===== src/rtl/core/r2p_pkg.sv =====
// ----------------------------------------------------------------------------
// r2p_pkg
// Shared constants for the rectangular to polar converter: widths, angle
// scaling and the CORDIC arctangent table.
// ----------------------------------------------------------------------------
package r2p_pkg;

  localparam int DATA_WIDTH_DEF = 16;

  // CORDIC datapath
  localparam int CORDIC_STEPS   = 24;
  localparam int PRESHIFT_BASE  = 60;   // operands are shifted so their top bit lands at bit 59
  localparam int XY_W           = 62;   // holds 2^59 * sqrt(2) * gain, signed
  localparam int ANG_W          = 32;   // 2^32 units per full turn
  localparam int ROUND_SHIFT    = 17;   // accumulator units to output units
  localparam int ROUND_HALF     = 65536;

  // Phase output
  localparam int PH_W           = 16;
  localparam int TH_W           = 14;   // first-quadrant angle, 0..8192
  localparam int HALF_TURN      = 16384;
  localparam int QUARTER_TURN   = 8192;

  localparam logic signed [ANG_W-1:0] ARC_TABLE [CORDIC_STEPS] = '{
    32'h20000000, 32'h12E4051E, 32'h09FB385B, 32'h051111D4,
    32'h028B0D43, 32'h0145D7E1, 32'h00A2F61E, 32'h00517C55,
    32'h0028BE53, 32'h00145F2F, 32'h000A2F98, 32'h000517CC,
    32'h00028BE6, 32'h000145F3, 32'h0000A2FA, 32'h0000517D,
    32'h000028BE, 32'h0000145F, 32'h00000A30, 32'h00000518,
    32'h0000028C, 32'h00000146, 32'h000000A3, 32'h00000051
  };

endpackage


===== src/rtl/core/r2p_root.sv =====
// ----------------------------------------------------------------------------
// r2p_root
// Pipelined magnitude: squares, sum, one root bit per stage, then rounding
// to nearest from the final remainder.
// ----------------------------------------------------------------------------
module r2p_root #(
  parameter int DATA_WIDTH = r2p_pkg::DATA_WIDTH_DEF,
  parameter int LAT        = DATA_WIDTH + 3
) (
  input  logic                  clk,
  input  logic                  en,
  input  logic [DATA_WIDTH-1:0] a,
  input  logic [DATA_WIDTH-1:0] b,
  output logic [DATA_WIDTH-1:0] mag
);
  import r2p_pkg::*;

  localparam int DW      = DATA_WIDTH;
  localparam int SW      = 2 * DW;
  localparam int RW      = DW + 2;
  localparam int OWN_LAT = DW + 3;
  localparam int PAD     = LAT - OWN_LAT;

  logic [SW-1:0] asq_r, bsq_r, sum_r;
  logic [SW-1:0] s_r    [DW];
  logic [RW-1:0] rem_r  [DW];
  logic [DW-1:0] root_r [DW];
  logic [DW-1:0] mag_r;

  always_ff @(posedge clk) begin
    if (en) begin
      asq_r <= SW'(a) * SW'(a);
      bsq_r <= SW'(b) * SW'(b);
      sum_r <= asq_r + bsq_r;
    end
  end

  genvar j;
  generate
    for (j = 0; j < DW; j++) begin : g_bit
      localparam int K = DW - 1 - j;   // bit pair handled here
      logic [SW-1:0]   sp;
      logic [RW-1:0]   remp;
      logic [DW-1:0]   rootp;
      logic [RW+1:0]   cur;
      logic [RW+1:0]   trial;
      logic [RW-1:0]   rem_nxt;
      logic [DW-1:0]   root_nxt;

      if (j == 0) begin : g_first
        assign sp    = sum_r;
        assign remp  = '0;
        assign rootp = '0;
      end else begin : g_next
        assign sp    = s_r[j-1];
        assign remp  = rem_r[j-1];
        assign rootp = root_r[j-1];
      end

      assign cur   = {remp, sp[2*K+1 -: 2]};
      assign trial = (RW+2)'({rootp, 2'b01});

      always_comb begin
        if (cur >= trial) begin
          rem_nxt  = RW'(cur - trial);
          root_nxt = {rootp[DW-2:0], 1'b1};
        end else begin
          rem_nxt  = RW'(cur);
          root_nxt = {rootp[DW-2:0], 1'b0};
        end
      end

      always_ff @(posedge clk) begin
        if (en) begin
          s_r[j]    <= sp;
          rem_r[j]  <= rem_nxt;
          root_r[j] <= root_nxt;
        end
      end
    end
  endgenerate

  // remainder above the root means the upper neighbour is nearer
  always_ff @(posedge clk) begin
    if (en) begin
      if (rem_r[DW-1] > RW'(root_r[DW-1])) begin
        mag_r <= root_r[DW-1] + DW'(1);
      end else begin
        mag_r <= root_r[DW-1];
      end
    end
  end

  generate
    if (PAD > 0) begin : g_pad
      logic [DW-1:0] pad_r [PAD];
      always_ff @(posedge clk) begin
        if (en) begin
          pad_r[0] <= mag_r;
          for (int k = 1; k < PAD; k++) begin
            pad_r[k] <= pad_r[k-1];
          end
        end
      end
      assign mag = pad_r[PAD-1];
    end else begin : g_nopad
      assign mag = mag_r;
    end
  endgenerate

endmodule


===== config.mk =====
export PLATFORM = sky130hd
export DESIGN_NAME = r2p_root
export DESIGN_NICKNAME = d
export VERILOG_FILES = /design/src/rtl/core/r2p_pkg.sv /design/src/rtl/core/r2p_root.sv
export SDC_FILE = /design/constraint.sdc
export NUM_CORES = 2
export LEC_CHECK = 0
export BUFFER_PORTS_ARGS = -buffer_cell sky130_fd_sc_hd__clkbuf_2
export CORE_MARGIN = 2
export CORE_UTILIZATION = 31
export DETAILED_ROUTE_END_ITERATION = 10
export SLEW_MARGIN = 20
export SYNTH_ARGS = -nofsm -noshare
export SYNTH_HDL_FRONTEND = slang
export SYNTH_SLANG_ARGS = --single-unit

===== constraint.sdc =====
create_clock -name clk -period 8.2 [get_ports clk]
set_input_delay 0 -clock clk [delete_from_list [all_inputs] [get_ports clk]]
set_output_delay 0 -clock clk [all_outputs]
set_load 0.01 [all_outputs]

== After elaboration in Yosys (flattened, before gate mapping) ==
Memory sizes are Yosys's and may differ from the RTL's.
Cells that the tools add are included.
Storage, ports and cells
  RAM bits: 1056
  output and inout port bits: 16
  bits in registers: 112
  memories: 3
  bits of input ports: 34
Operators by class
  add/subtract/negate cells: 18
  $mul: 2
  multiplexer cells: 35
  magnitude comparators: 17
Memory list
  s_r: depth 16, bits a word 32, rd ports 15, clocked after Yosys merged registers in 0, wr ports 16, line r2p_root.sv:25  | logic [SW-1:0] s_r [DW];
  rem_r: depth 16, bits a word 18, rd ports 16, clocked after Yosys merged registers in 0, wr ports 16, line r2p_root.sv:26  | logic [RW-1:0] rem_r [DW];
  root_r: depth 16, bits a word 16, rd ports 16, clocked after Yosys merged registers in 0, wr ports 16, line r2p_root.sv:27  | logic [DW-1:0] root_r [DW];
Operators by type and width (count)
  $ge 20x18->1: 15
  $mux 18: 16
  $sub 18x18->18: 15
  $mul 16x16->32: 2
  $add 32x32->32: 1
  $gt 18x16->1: 1
  $mux 1: 18
  $add 16x1->16 const B: 1
  $mux 16: 1
  $sub 2x1->3 const B: 1
  $ge 2x1->1 const B: 1

== Longest topological paths before layout ==
An unclocked memory read counts as a cell.
  depth in word-level cells: 3
  gate-level depth with buffers: 23
  mapped depth without buffers: 22

== Worst setup path before layout ==
Ideal clock, no wire load.
  path kind: input to register
  start: input port a[1]
  end: register asq_r[29], data pin
  stages on the path: 22
  required time: 7.926 ns
  buffers on the path: 2
  library setup time: 0.274 ns
  setup slack: 2.272 ns
  data arrival time: 5.654 ns
  cell sequence: clkbuf_1 clkbuf_1 nand2_1 inv_1 fa_1 inv_1 fa_1 inv_1 fa_1 fa_1 fa_1 inv_1 fa_1 inv_1 ha_1 nand3_1 nor4_1 nor3_1 nor3_1 a31oi_1 o41ai_1 xor2_1
On the way
  longest elaborated chain between the ends: 1
Ends and longest elaborated chain
  start, declared: line r2p_root.sv:12  | input logic [DATA_WIDTH-1:0] a,
  $mul 16x16->32: line r2p_root.sv:32  | asq_r <= SW'(a) * SW'(a);
  end signal, assigned: line r2p_root.sv:32
  end, declared: line r2p_root.sv:24  | logic [SW-1:0] asq_r, bsq_r, sum_r;
Every way passes these cells.
A chain may end at the register's enable or synchronous reset.

== Worst setup path in the final report ==
  start: input port b[1]
  end: register bsq_r[23], data pin
On the way
  longest elaborated chain between the ends: 1
Ends and longest elaborated chain
  start, declared: line r2p_root.sv:13  | input logic [DATA_WIDTH-1:0] b,
  $mul 16x16->32: line r2p_root.sv:33  | bsq_r <= SW'(b) * SW'(b);
  end signal, assigned: line r2p_root.sv:33
  end, declared: line r2p_root.sv:24
Every way passes these cells.

==> impl_metrics.env <==
export IMPL_status="completed"
export IMPL_cellPowerDensity_mw_per_mm2=364.0
export IMPL_timing_critical_path_slowest_stage_cell="dlygate4sd3_1"
export IMPL_firstDrtPassIters=7
export IMPL_slew_headroom=0.3339
export IMPL_netlist_area_sq_mm=0.05040
export IMPL_io_buffer_count=49
export IMPL_yosys_register_bits=754
export IMPL_drt_iter0_markers=1700
export IMPL_synth_edff_count=754
export IMPL_max_clk_rate_mhz=164.8
export IMPL_gpl_final_weighted_congestion=0.8324
export IMPL_number_of_antenna_violations_at_the_first_check_in_global_routing=4
export IMPL_grt_overflow=0
export IMPL_worstHoldPathType="primary input to flip-flop"
export IMPL_tritoncts_num_buffers=82
export IMPL_gr_usage_all_layers=0.1164
export IMPL_io_pin_count=50
export IMPL_sequential_share_of_the_synthesized_area=0.4492
export IMPL_yosysWarningCount=0
export IMPL_clock_root_buffer="clkbuf_16"
export IMPL_power_total_mw=20.33
export IMPL_crit_arrival_ns=6.46
export IMPL_netlist_cell_type_count=84
export IMPL_drv_cap=0
export IMPL_setup_viol_count_final=0
export IMPL_setup_repair_after_global_routing_missed_its_margin="false"
export IMPL_synthFlopType="edfxtp_1"
export IMPL_avgViaCountPerCell=4.661
export IMPL_synthMostInstantiatedCell="edfxtp_1"
export IMPL_finalCritPeriodShare=0.7398
export IMPL_htreeDepth=3
export IMPL_timing_clock_skew_ns=0.01278
export IMPL_final_nets=5267
export IMPL_die_height_microns=407.2
export IMPL_ff2ff_setup_slack_ns=4.53
export IMPL_chipWidth_microns=407.2
export IMPL_fp_row_count=147
export IMPL_final_instance_count_excl_fill=6728
export IMPL_critPathKind="primary input to flip-flop"
export IMPL_routed_via_count=31360
export IMPL_cp_launch_type="primary input"
export IMPL_ys_top_cells_by_area="edfxtp_1 (45%), fa_1 (13%), ha_1 (10%)"
export IMPL_pre_cts_ws_ns=1.853
export IMPL_postSynthAreaPerCell_sq_um=11.36
export IMPL_finalWirelength_microns=95580
export IMPL_drc_errors=0
export IMPL_avgRoutedWirePerCell_microns=14.21
export IMPL_layout_drive_gt1_share=0.05696
export IMPL_dp_cells=6571
export IMPL_dp_final_hpwl_microns=72870
export IMPL_clock_latency_on_the_worst_skew_pair_ns=0.67
export IMPL_timing_hold_violations_final=0
export IMPL_vias_in_the_first_global_route=32550
export IMPL_critPathRequiredTime_ns=8.60
export IMPL_cp_slowest_stage_delay_ns=0.55
export IMPL_antenna_left=0
export IMPL_postSynth_asyncResetShare=0
export IMPL_synth_common_cells="edfxtp_1 (754), inv_1 (741), ha_1 (405)"
export IMPL_clk_path_buf_depth=3
export IMPL_finalWorstPathRequiredPeriod_ns=6.067
export IMPL_finalWorstSetupSlack_ns=2.133
export IMPL_worstMarginPinSlew_ns=0.9992
export IMPL_fp_dieArea_sq_mm=0.1658
export IMPL_synthCells=4435
export IMPL_synth_nets=5203
export IMPL_timing_critical_path_fanout_max=20
export IMPL_vdd_ir_drop_worst_mv=0.4718
export IMPL_final_setup_tns_ns=0
export IMPL_worstPathCellList="dlygate4sd3_1 -> clkbuf_2 -> and2_1 -> fa_1 -> inv_1 -> fa_1 -> inv_1 -> fa_1 -> inv_1 -> fa_1 -> inv_1 -> fa_1 -> inv_1 -> fa_1 -> inv_1 -> ha_1 -> o21ai_0 -> o211ai_1 -> o221ai_1 -> o31ai_1 -> nand2_1 -> o31ai_1 -> xor2_1"
export IMPL_area_growth_synth_to_final_pct=10.84
export IMPL_synth_top_cell_area_share=0.4492
export IMPL_cts_sink_count=754
export IMPL_grt_start_max_net_pins=186
export IMPL_wire_length_of_the_first_global_routing_pass_microns=160900
export IMPL_power_leakage_nw=23.81
export IMPL_worstSetupEndpointType="flip-flop"
export IMPL_floorplan_initialDensity=0.3132
export IMPL_worst_setup_hold_path_clk_slew_ns=0.06
export IMPL_slew_viol_final=0
export IMPL_coreArea_sq_mm=0.1609
export IMPL_synthDominantAreaCellType="edfxtp_1"
export IMPL_tritoncts="built"
==> layout make-up <==
type	count	area [sq um]
fill	15890	105100
multi-input combinational	2850	24640
sequential	754	22640
inverter	743	2789
tap	2160	2703
clock buffer	95	2101
clock inverter	55	543.0
timing repair buffer	68	432.9
antenna	3	7.507
==> placed cells by master (no fill, tap or decap), types with 13 or more instances in the layout <==
| master | count |
|---|---|
| a211oi_1 | 28 |
| a21boi_0 | 13 |
| a21o_1 | 77 |
| a21oi_1 | 217 |
| a31oi_1 | 16 |
| and2_1 | 94 |
| and3_1 | 17 |
| buf_4 | 13 |
| clkbuf_1 | 13 |
| clkbuf_16 | 82 |
| clkbuf_2 | 48 |
| clkinv_1 | 24 |
| edfxtp_1 | 754 |
| fa_1 | 329 |
| ha_1 | 405 |
| inv_1 | 741 |
| mux2_2 | 37 |
| nand2_1 | 284 |
| nand2b_1 | 25 |
| nand3_1 | 51 |
| nand4_1 | 38 |
| nor2_1 | 255 |
| nor2b_1 | 46 |
| nor3_1 | 92 |
| nor4_1 | 37 |
| o211ai_1 | 18 |
| o21a_1 | 51 |
| o21ai_0 | 134 |
| o21bai_1 | 21 |
| o31ai_1 | 24 |
| or2_2 | 21 |
| or3_1 | 31 |
| or4_1 | 14 |
| xnor2_1 | 186 |
| xor2_1 | 113 |
==> per-layer routing <==
metal,global-route usage,wire [microns],up-vias
li1,-,-,15400
met1,0.1396,40690,15280
met2,0.2098,48590,486
met3,0.01735,3165,187
met4,0.04275,3117,2
met5,0,13,-
==> where the power goes <==
group          switching, mW  internal, mW
registers              0.366          5.62
clock network           1.52          2.07
logic                   6.25          4.51
total                   8.14          12.2
==> critical path, delay by kind of cell <==
family	cells	cell delay [ns]
fa+ha+maj	7	3.39
compound gates	5	1.32
buf+inv	8	1.18
simple gates	2	0.46
xor+xnor	1	0.10
==> path summary, 6_finish.rpt <==
check | from | to | cells after the start
setup reg to reg | rem_r[0][72]$_DFFE_PP_ | rem_r[0][100]$_DFFE_PP_ | 8
setup / recovery | b[1] | bsq_r[23]$_DFFE_PP_ | 23
hold / removal | b[15] | bsq_r[31]$_DFFE_PP_ | 4
hold reg to reg | s_r[0][15]$_DFFE_PP_ | s_r[0][47]$_DFFE_PP_ | 0
==> state kept, by name (all words and copies together) (netlist names) <==
register and cells:
s_r 240, mag 16, rem_r 268, root_r 136, asq_r 31, g_bit.sp 32
bsq_r 31
==> per-stage QoR <==
stage / cell area, sq um / util / hold WS (ns)
2_1_floorplan: 50400 / - / 0.09887
4_1_cts: 55850 / 0.3470 / 0.02676
3_3_place_gp: 53170 / 0.3304 / 0.4003
3_5_place_dp: 53170 / 0.3304 / 0.4045
5_1_grt: 55860 / 0.3471 / 0.07833
6_report: 55860 / 0.3471 / 0.09423
==> repair_timing <==
| action | in CTS | in global routing |
|---|---|---|
| resized for setup | 0 | 0 |
| setup buffers | 0 | 0 |
| hold buffers | 4 | 0 |
| endpoints found under the hold margin | 112 | 0 |
==> cells by family after synthesis <==
logic type / share of synthesized area
AOI/OAI and AO/OA: 0.09178
xor gates and xnor gates: 0.05196
adders and majority gates: 0.2312
buffers and inverters: 0.06211
DFF: 0.4492
muxes: 0.009657
other: 0.00007440
and+or+nand+nor: 0.1040
No activity file was read; power rests on OpenSTA's default activity.
